[config.mk]
export PLATFORM = sky130hd
export DESIGN_NAME = livp_alu
export DESIGN_NICKNAME = d
export VERILOG_FILES = /design/src/hdl/livp_pkg.sv /design/src/hdl/livp_alu.sv
export SDC_FILE = /design/constraint.sdc
export NUM_CORES = 1
export LEC_CHECK = 0
export BUFFER_PORTS_ARGS = -buffer_cell sky130_fd_sc_hd__buf_4
export CORE_MARGIN = 1.5
export CORE_UTILIZATION = 40
export DETAILED_ROUTE_END_ITERATION = 6
export GPL_ROUTABILITY_DRIVEN = 0
export PLACE_DENSITY = 0.71
export SYNTH_ARGS = -nofsm -noshare
export SYNTH_HDL_FRONTEND = slang
export SYNTH_SLANG_ARGS = --single-unit
[constraint.sdc]
create_clock -name vclk -period 5.01
set_clock_uncertainty 0.1 [all_clocks]
set_input_delay 1.2525 -clock vclk [all_inputs]
set_output_delay 1.2525 -clock vclk [all_outputs]
set_load 0.01 [all_outputs]
[src/hdl/livp_pkg.sv]
`timescale 1ns / 1ps
`default_nettype none
// ----------------------------------------------------------------------------
// livp_pkg
// Shared types and constants for the longest increasing weight path block.
// ----------------------------------------------------------------------------
package livp_pkg;

	localparam int NODE_COUNT_DEF  = 65536;
	localparam int WEIGHT_BITS_DEF = 17;
	localparam int LENGTH_BITS_DEF = 20;

	// epoch tag stored with every node entry; a full sweep runs on wrap
	localparam int EPOCH_BITS = 8;

	localparam int OUT_LENGTH_BITS = 20;
	localparam int OUT_LENGTH_MAX  = 1048575;

	// shared unit operations
	typedef logic [1:0] alu_op_t;
	localparam alu_op_t ALU_LT    = 2'd0;
	localparam alu_op_t ALU_EQ    = 2'd1;
	localparam alu_op_t ALU_INC   = 2'd2;
	localparam alu_op_t ALU_SUBGE = 2'd3;

	typedef struct packed {
		logic [15:0] source_node;
		logic [15:0] target_node;
		logic [16:0] edge_weight;
		logic        final_edge;
	} link_t;

	typedef struct packed {
		logic [OUT_LENGTH_BITS-1:0] longest_length;
		logic                       order_error;
	} result_t;

endpackage
`default_nettype wire

[src/hdl/livp_alu.sv]
`timescale 1ns / 1ps
`default_nettype none
// ----------------------------------------------------------------------------
// livp_alu
// Shared compare / increment / conditional subtract unit for the sequencer.
// ----------------------------------------------------------------------------
module livp_alu
	import livp_pkg::*;
#(
	parameter int WIDTH       = 21,
	parameter int LENGTH_BITS = LENGTH_BITS_DEF
) (
	input  wire alu_op_t          op,
	input  wire logic [WIDTH-1:0] a,
	input  wire logic [WIDTH-1:0] b,
	output logic                  flag,
	output logic [WIDTH-1:0]      value
);

	localparam logic [WIDTH-1:0] LEN_MAX = WIDTH'((64'd1 << LENGTH_BITS) - 64'd1);

	always_comb begin
		flag  = 1'b0;
		value = a;
		case (op)
			ALU_LT: begin
				flag = (a < b);
			end
			ALU_EQ: begin
				flag = (a == b);
			end
			ALU_INC: begin
				// saturating increment at the length ceiling
				flag  = (a >= LEN_MAX);
				value = flag ? LEN_MAX : a + WIDTH'(1);
			end
			ALU_SUBGE: begin
				flag  = (a >= b);
				value = flag ? a - b : a;
			end
			default: begin
				flag  = 1'b0;
				value = a;
			end
		endcase
	end

endmodule
`default_nettype wire

Word level (Yosys, flattened, before mapping)
Cells that the tools add are included.
Word-level totals
  register bits: 0
  latch bits: 0
  RAM bits: 0
  bits in read-only memories: 0
  input bits: 44
  logic and storage cells: 14
  memories: 0
Cells by class
  add/sub/neg operators: 2
  multiply operators: 0
  div/mod/pow operators: 0
  magnitude comparators: 3
  eq/ne operators: 4
  shift operators: 0
  mux-type cells: 4
  bitwise operators: 0
  reductions and logical operators: 1
Operators with widths (number)
  two-way mux 21 bit: 2
  one-hot mux 21 bit (2 select lines): 1
  adder 21 x 1 -> 21 bit, second input constant: 1
  equality test 21 bit: 1
  greater-or-equal comparator 21 x 20 -> 1 bit, second input constant: 1
  greater-or-equal comparator 21 bit: 1
  < comparator 21 bit: 1
  subtractor 21 bit: 1
  equality test 2 bit, second input constant: 2
  one-hot mux 1 bit (4 select lines): 1
  equality test 2 x 1 -> 1 bit, second input constant: 1
  logical NOT 2 bit: 1

Longest topological paths before layout
Gate-level depths: netlist of run 1.
  depth after elaboration: 3
  mapped depth: 13
  depth with buffers taken out: 11

Worst setup path after synthesis of run 1
No wires, ideal clock.
  kind: input -> output
  from: input port b[7]
  to: output port value[10]
  arrival time: 3.789 ns
  required time: 3.658 ns
  path slack: -0.132 ns
  stages on the path: 9
  cell sequence: inv_1 -> ha_1 -> and3_4 -> nand2_2 -> or4_1 -> or4_4 -> a21oi_4 -> mux2_2 -> o21ai_0
On the way
  longest elaborated chain between the ends: 3
  elaborated cells on any way between the ends: 4
  those cells by class: add/sub: 1; order compare: 1; mux: 2
Ends and longest elaborated chain
  start, declared: line livp_alu.sv:15  | input wire logic [WIDTH-1:0] b,
  subtractor 21 bit / greater-or-equal comparator 21 bit (equally long branches): line livp_alu.sv:39, livp_alu.sv:38
  two-way mux 21 bit (*): line livp_alu.sv:39  | value = flag ? a - b : a;
  one-hot mux 21 bit (2 select lines) (*): line livp_alu.sv:25  | case (op)
  end, declared: line livp_alu.sv:17  | output logic [WIDTH-1:0] value
Every way passes the cells marked *; elsewhere a longest branch is shown, timed or not.

Final worst setup path of run 1
  from: input port a[9]
  to: output port value[10]
On the way
  longest elaborated chain between the ends: 3
  elaborated cells on any way between the ends: 7
  those cells by class: add/sub: 2; order compare: 2; mux: 3
Ends and longest elaborated chain
  start, declared: line livp_alu.sv:14  | input wire logic [WIDTH-1:0] a,
  subtractor 21 bit, or another cell as far along: line livp_alu.sv:39
  two-way mux 21 bit, on equally long branches: line livp_alu.sv:39, livp_alu.sv:35
  one-hot mux 21 bit (2 select lines) (*): line livp_alu.sv:25
Marks and branches as above.

==> qor.yml, run 1 <==
setup_path:
  critPathBufInv: 2
  crit_family: "simple AND/OR/NAND/NOR gates"
  start_kind: "input pin"
  cp_slowest_cell: "or4_4"
  crit_required_ns: 3.66
  crit_type: "input pin to output pin"
  path_max_fanout: 4
  max_stage_delay_ns: 0.54
  cpMostUsedCell: "or4_4"
  crit_arrival_ns: 3.63
  path_cells: "buf_8 -> ha_4 -> nand4_1 -> or4_4 -> or4_4 -> a21oi_4 -> mux2_4 -> o21ai_2 -> buf_4"
  end_kind: "output pin"
pwr:
  pwr-share-seq: 0
  clockPowerShare: 0
  p_leak_uw: 0.00134
  p_int_uw: 167
  p_per_area_nw_per_um2: 115
  power_switching_uw: 167
  switching_share: 0.500
  irDropWorstVdd_mv: 0.0672
  pwr-share-comb: 1.000
timing:
  final_max_slew_viol_count: 0
  holdWs_ns: 2.78
  fmax_ghz: 0.201
  setup_ws_ns: 0.0257
  worst_slew_pin_slew_ns: 0.583
  max-slew-margin-rel: 0.608
  finalCritPeriodShare: 0.995
  hold_viol: 0
  final.min_clock_period_ns: 4.98
  setup_violations: 0
  rsz0062_at_grt: "true"
die:
  row_count: 24
  core_um2: 4440
  start_util: 0.425
  die_area_um2: 5140
  io_pins: 66
  chipHeight_um: 71.7
  dieWidth_um: 71.7
outcome:
  violations: "DRC"
  status: "complete, but fails checks"
placement:
  place_hpwl_mm: 5.05
  pre_cts_ws_ns: -0.185
  io_buffer_count: 66
final_layout:
  seq_area_um2: 0
  layout-drive-gt1-share: 0.357
  syn2layout_area_growth_pct: 54.1
  diodes: 0
  layout.nets: 456
  postLayoutCoreUtil: 0.655
  seq_cell_count: 0
  nFillCells: 400
  nClkBuffers: 0
route:
  dr.pass1.iters: 7
  vias: 2525
  wl_per_cell_um: 14.2
  drc: 1
  viasPerCell: 5.75
  drt-initial-drc-count: 141
  totalWireLength_mm: 6.21
  ant_nets: 0
synth:
  synth_top_area_cell: "ha_1"
  ys_seq_area_frac: 0
  synth_top_cell_area_share: 0.146
  synthTopCellsByCount: "nand2_1, inv_1, a21oi_1, ha_1, o21ai_0"
  ys_types: 54
  yosys-top-cells-area: "ha_1, a21oi_1, xnor2_1"
  synth_most_common_cell: "nand2_1"
  ys_warn_count: 0
  syn_nets: 357
  syn_inst: 290
  syn_avg_cell_area_um2: 6.51
  syn_area_um2: 1890
global_route:
  grt_max_degree: 19
  grt_pass1_wl_mm: 10.4
  grt_pass1_vias: 2391
  grt-ovfl-total: 0
  antenna_found_initial: 0
  grt.total_usage: 0.238
min_path:
  hp-class: "input pin to output pin"
flow_run:
  cap_viol_max_count: 0
timing repair:
item                                   in CTS  in global routing
hold buffers                                0                  0
setup endpoints to repair                  18                 15
resized for setup                          10                 37
setup buffers                               0                  1
cloned                                      0                  1
pin swaps                                   5                  9
endpoints found under the hold margin       0                  0
final timing paths:
path,slack (ns),endpoint,start,cells after the start
max,0.03,value[10],a[9],9
min,2.78,value[14],a[14],4
kinds of logic (layout without fill, tap and decap cells):
group                    Yosys count  count (layout)  share of synthesized area
AND/OR/NAND/NOR                   98              98                      0.262
buffers and inverters             36             133                     0.0842
multiplexers                       2               2                     0.0113
adder cells (fa/ha/maj)           23              23                      0.156
AO/OA/AOI/OAI                    110             110                      0.388
XOR/XNOR                          21              21                     0.0974
per-stage QoR:
stage / power (uW) / instances / area [um2] / setup TNS, ns
finish: 335 / 439 / 2910 / 0
global route: 367 / 439 / 2910 / -0.204
CTS: 314 / 438 / 2750 / 0
detailed placement: 309 / 438 / 2720 / -2.18
global placement: 305 / 438 / 2720 / -1.64
floorplan: 184 / 290 / 1930 / 0
power groups by stage:
stage | Combinational, uW | Sequential [uW] | Clock (uW)
finish | 335 | 0 | 0
global route | 367 | 0 | 0
CTS | 314 | 0 | 0
detailed placement | 309 | 0 | 0
global placement | 305 | 0 | 0
floorplan | 184 | 0 | 0
per-layer routing:
layer	wire, um	GRT usage
met2	3000	0.409
met3	278	0.00844
met4	67	0.0356
met5	0	0
met1	2860	0.335
cells in the final DEF, fill, tap and decap left out, types with 9 or more instances in the layout:
cell	n
buf_6	9
o21ai_0	18
a21oi_1	27
nor2_1	14
xnor2_1	15
nand3_1	13
nand2_1	29
buf_4	93
inv_1	22
ha_1	14
worst min-delay path, cell delays in order:
cell	delay (ns)
buf_4	0.14
nand2_1	0.05
o21ai_1	0.05
buf_4	0.13
layout make-up:
| class | instances | area [um2] | area share |
|---|---|---|---|
| multi-input cells | 254 | 1890 | 0.650 |
| repair buffers | 105 | 840 | 0.288 |
| well taps | 52 | 65.1 | 0.0224 |
| inverters | 28 | 115 | 0.0396 |
Power figures use the tool's default switching activity.
==> inputs of run 2 (changes only) <==
SKIP_LAST_GASP = 1   (was not set)
clock period = 4.25 ns   (was 5.01 ns; I/O delays follow)
==> run 2 against run 1 <==
Against the previous run:
- highest routed layer unchanged
- sequential share of layout area is the same
- worst hold slack lost 0.37 ns
- final cell count grew 9.1%
- the run ends with DRC, setup timing left
- non-clock buffer count grew 40
- combinational power grew 33%
- design area grew 12%
- power grew 34%
- global-route usage grew 2.0 points
- via count grew 9.1%
- critical path type unchanged
- first-iteration DRC count grew 24%
- setup slack lost 0.34 ns
- count of clock-buffer cells in the layout is the same
==> qor.yml, run 2 (synthesis gave the netlist of run 1 again) <==
route:
  dr.pass1.iters: 7  # unchanged
  drc: 7  # was 1
  totalWireLength_mm: 6.86  # was 6.21 mm
  drt-initial-drc-count: 175  # was 141
  wl_per_cell_um: 14.3  # was 14.2 um
  vias: 2754  # was 2525
  viasPerCell: 5.75  # about the same
  ant_nets: 0  # unchanged
timing:
  setup_violations: 21  # was 0
  fmax_ghz: 0.219
  final.min_clock_period_ns: 4.57
  max-slew-margin-rel: 0.717  # was 0.608
  hold_viol: 0  # unchanged
  setup_ws_ns: -0.317  # was 0.0257 ns
  rsz0062_at_grt: "true"  # unchanged
  final_max_slew_viol_count: 0  # unchanged
  worst_slew_pin_slew_ns: 0.422  # was 0.583 ns
  finalCritPeriodShare: 1.07
  fin_setup_tns_ns: -5.30  # was 0 ns
placement:
  place_inst: 475  # was 438
  place_hpwl_mm: 5.57  # was 5.05 mm
  io_buffer_count: 66  # unchanged
pwr:
  pwr-share-comb: 1.000  # about the same
  p_leak_uw: 0.00153  # was 0.00134 uW
  p_int_uw: 233  # was 167 uW
  irDropWorstVdd_mv: 0.0761  # was 0.0672 mV
  switching_share: 0.478  # was 0.500
  clockPowerShare: 0  # about the same
  pwr-share-seq: 0  # about the same
  p_per_area_nw_per_um2: 137  # was 115 nW/um2
  power_switching_uw: 214  # was 167 uW
final_layout:
  multiInputGateArea_um2: 1930  # was 1890 um2
  seq_cell_count: 0  # unchanged
  layout-drive-gt1-share: 0.429  # was 0.357
  final_cell_mix: "buf_4, nand2_1, a21oi_1, inv_1"  # was buf_4, nand2_1, a21oi_1, inv_1, o21ai_0
  instances_no_fill: 479  # was 439
  nFillCells: 375  # was 400
  diodes: 0  # unchanged
  seq_area_um2: 0  # unchanged
  syn2layout_area_growth_pct: 72.6  # was 54.1%
  nClkBuffers: 0  # unchanged
  layout.nets: 496  # was 456
  mostFrequentLayoutCell: "buf_4"  # unchanged
global_route:
  grt.total_usage: 0.258  # was 0.238
  grt-ovfl-total: 0  # unchanged
  grt_max_degree: 16  # was 19
  grt_pass1_vias: 2586  # was 2391
  antenna_found_initial: 0  # unchanged
  grt_pass1_wl_mm: 11.1  # was 10.4 mm
min_path:
  hp-class: "input pin to output pin"  # unchanged
outcome:
  violations: "DRC, setup timing"  # was DRC
  status: "complete, but fails checks"  # unchanged
setup_path:
  crit_required_ns: 3.09  # was 3.66 ns
  start_kind: "input pin"  # unchanged
  crit_arrival_ns: 3.40  # was 3.63 ns
  end_kind: "output pin"  # unchanged
  path_max_fanout: 3  # was 4
  crit_type: "input pin to output pin"  # unchanged
die:
  io_pins: 66  # unchanged
  dieWidth_um: 71.7  # unchanged
  core_um2: 4440  # unchanged
  start_util: 0.425  # unchanged
  row_count: 24  # unchanged
  die_area_um2: 5140  # unchanged
  chipHeight_um: 71.7  # unchanged
flow_run:
  cap_viol_max_count: 0  # unchanged
## run 2: critical path: stages
cell and delay [ns]:
buf_8 0.10, ha_4 0.26, nand4_1 0.16, or4_4 0.55
or4_4 0.45, a21oi_4 0.21, mux2_4 0.34, o21ai_4 0.15
buf_6 0.12
## run 2: final timing paths
path | startpoint | endpoint | slack (ns) | depth (start not counted)
worst max-delay path | a[12] | value[10] | -0.32 | 9
worst min-delay path | op[1] | value[1] | 2.41 | 3
## run 2: per-layer routing
layer / vias up / wire [um] / part of all wire / GRT usage
met3: 14 / 463 / 0.068 / 0.00985
met1: 1278 / 2960 / 0.43 / 0.346
li1: 1352 / - / - / -
met5: - / 0 / 0 / 0
met4: 0 / 131 / 0.019 / 0.0398
met2: 110 / 3310 / 0.48 / 0.465
## run 2: repair_timing
action                     CTS  global route
hold buffers                 0             0
pin swaps                    5             5
gates resized for setup     21            16
setup endpoints to repair   22            22
buffers inserted             3             1
## run 2: area by class of cell
class	count	area share
multi-input combinational	254	0.591
timing repair buffer	145	0.355
inverter	28	0.0338
tap	52	0.0200
## run 2: per-stage QoR
step	area [um2]	setup slack [ns]	total power, uW	hold slack [ns]	util
after floorplan	2010	-0.0253	229	2.15	-
after global placement	3080	-0.296	409	2.41	0.694
after detailed placement	3080	-0.372	415	2.41	0.694
after CTS	3200	-0.291	434	2.41	0.720
after global routing	3260	-0.380	485	2.43	0.733
final	3260	-0.317	447	2.41	0.733
## run 2: power by group through the flow
stage	Sequential (uW)	Combinational [uW]	Clock, uW
after floorplan	0	229	0
final	0	447	0
after detailed placement	0	415	0
after global routing	0	485	0
after CTS	0	434	0
after global placement	0	409	0
==> inputs of run 3 (changes only) <==
BUFFER_PORTS_ARGS = not set   (was -buffer_cell sky130_fd_sc_hd__buf_4)
DONT_BUFFER_PORTS = 1   (was not set)
PLACE_DENSITY = 0.58   (was 0.71)
==> run 3 against run 2 <==
Against the previous run:
- the run still ends with DRC, setup timing left
- combinational power down 17%
- via count fell by 15%
- critical path depth unchanged
- highest routed layer unchanged
==> qor.yml, run 3 (synthesis gave the netlist of run 1 again) <==
timing:
  fmax_ghz: 0.225  # was 0.219 GHz
  setup_ws_ns: -0.188  # was -0.317 ns
  final_max_slew_viol_count: 0  # unchanged
  finalCritPeriodShare: 1.04  # was 1.07
  max-slew-margin-rel: 0.696  # was 0.717
  holdWs_ns: 2.15  # was 2.41 ns
  hold_viol: 0  # unchanged
  final.min_clock_period_ns: 4.44  # was 4.57 ns
  rsz0062_at_grt: "true"  # unchanged
  setup_violations: 18  # was 21
  worst_slew_pin_slew_ns: 0.453  # was 0.422 ns
setup_path:
  cp_slowest_cell: "or4_4"  # unchanged
  crit_type: "input pin to output pin"  # unchanged
  path_max_fanout: 5  # was 3
  start_kind: "input pin"  # unchanged
  cpMostUsedCell: "or4_4"  # unchanged
  path_cells: "inv_8 -> ha_4 -> nand4_1 -> or4_4 -> or4_4 -> a21oi_4 -> buf_6 -> mux2_4 -> o21ai_4"  # was buf_8 -> ha_4 -> nand4_1 -> or4_4 -> or4_4 -> a21oi_4 -> mux2_4 -> o21ai_4 -> buf_6
  crit_arrival_ns: 3.28  # was 3.40 ns
  crit_required_ns: 3.09  # about the same
  end_kind: "output pin"  # unchanged
  max_stage_delay_ns: 0.55  # about the same
die:
  row_count: 24  # unchanged
  start_util: 0.425  # unchanged
  core_um2: 4440  # unchanged
  io_pins: 66  # unchanged
  chipHeight_um: 71.7  # unchanged
  dieWidth_um: 71.7  # unchanged
  die_area_um2: 5140  # unchanged
flow_run:
  cap_viol_max_count: 0  # unchanged
final_layout:
  postLayoutCoreUtil: 0.617  # was 0.733
  diodes: 0  # unchanged
  final_cell_mix: "buf_4, nand2_1, a21oi_1, inv_1, xnor2_1"  # was buf_4, nand2_1, a21oi_1, inv_1
  layout.nets: 412  # was 496
  layout-drive-gt1-share: 0.332  # was 0.429
  seq_cell_count: 0  # unchanged
  syn2layout_area_growth_pct: 45.2  # was 72.6%
  nClkBuffers: 0  # unchanged
  finish.instance_area_um2: 2740  # was 3260 um2
  seq_area_um2: 0  # unchanged
  nFillCells: 434  # was 375
  multiInputGateArea_um2: 2050  # was 1930 um2
  mostFrequentLayoutCell: "buf_4"  # unchanged
placement:
  pre_cts_ws_ns: -0.276  # was -0.372 ns
  postPlaceCellArea_um2: 2400  # was 3080 um2
  place_hpwl_mm: 5.04  # was 5.57 mm
  io_buffer_count: 0  # was 66
global_route:
  grt.total_usage: 0.237  # was 0.258
  grt_max_degree: 16  # unchanged
  grt_pass1_vias: 2196  # was 2586
  antenna_found_initial: 0  # unchanged
  grt-ovfl-total: 0  # unchanged
  grt_pass1_wl_mm: 10.3  # was 11.1 mm
pwr:
  p_int_uw: 183  # was 233 uW
  clockPowerShare: 0  # about the same
  p_leak_uw: 0.00115  # was 0.00153 uW
  switching_share: 0.507  # was 0.478
  irDropWorstVdd_mv: 0.0654  # was 0.0761 mV
  power_switching_uw: 188  # was 214 uW
  p_per_area_nw_per_um2: 135  # was 137 nW/um2
  total_power_uw: 371  # was 447 uW
  pwr-share-seq: 0  # about the same
  pwr-share-comb: 1.000  # about the same
outcome:
  violations: "DRC, setup timing"  # unchanged
  status: "complete, but fails checks"  # unchanged
route:
  drc: 5  # was 7
  totalWireLength_mm: 6.33  # was 6.86 mm
  vias: 2343  # was 2754
  wl_per_cell_um: 16.0  # was 14.3 um
  drt-initial-drc-count: 201  # was 175
  viasPerCell: 5.93  # was 5.75
  dr.pass1.iters: 7  # unchanged
  ant_nets: 0  # unchanged
clock_network:
  cts_hold_buf: 0  # unchanged
min_path:
  hp-class: "input pin to output pin"  # unchanged
run 3: routing by layer:
metal / track usage / routed length (um) / share of wire
met5: 0 / 0 / 0
met4: 0.0168 / 31 / 0.0049
met3: 0.0183 / 347 / 0.055
met2: 0.395 / 2890 / 0.46
met1: 0.348 / 3060 / 0.48
run 3: timing repair:
item / CTS / global route
pin swaps: 18 / 16
buffers inserted: 10 / 3
cloned: 1 / 0
endpoints found under the setup margin: 21 / 22
resized for setup: 28 / 31
run 3: critical path, delay by kind of cell:
family | cells | cell delay (ns)
buffers and inverters | 2 | 0.15
adder cells (fa/ha/maj) | 1 | 0.25
multiplexers | 1 | 0.31
AND/OR/NAND/NOR | 3 | 1.17
AO/OA/AOI/OAI | 2 | 0.32
run 3: stage by stage:
step                      TNS, ns  instances
after floorplan           -0.0253        290
final                       -1.43        395
after CTS                   -1.60        394
after detailed placement    -2.97        384
after global placement      -2.28        384
after global routing        -2.28        395
run 3: power groups by stage:
stage                     Sequential, uW  Combinational (uW)  Clock, uW
after floorplan                        0                 229          0
after detailed placement               0                 322          0
final                                  0                 371          0
after global placement                 0                 320          0
after global routing                   0                 407          0
after CTS                              0                 346          0
run 3: worst paths after layout:
path,start,endpoint,slack (ns),cells past startpoint
setup / recovery,b[11],value[10],-0.19,9
hold / removal,a[4],value[4],2.15,2
run 3: cell type report:
cell class                      count  area share
Tap cell                           52      0.0237
Inverter                           28      0.0475
Timing Repair Buffer               61       0.179
Multi-Input combinational cell    254       0.749
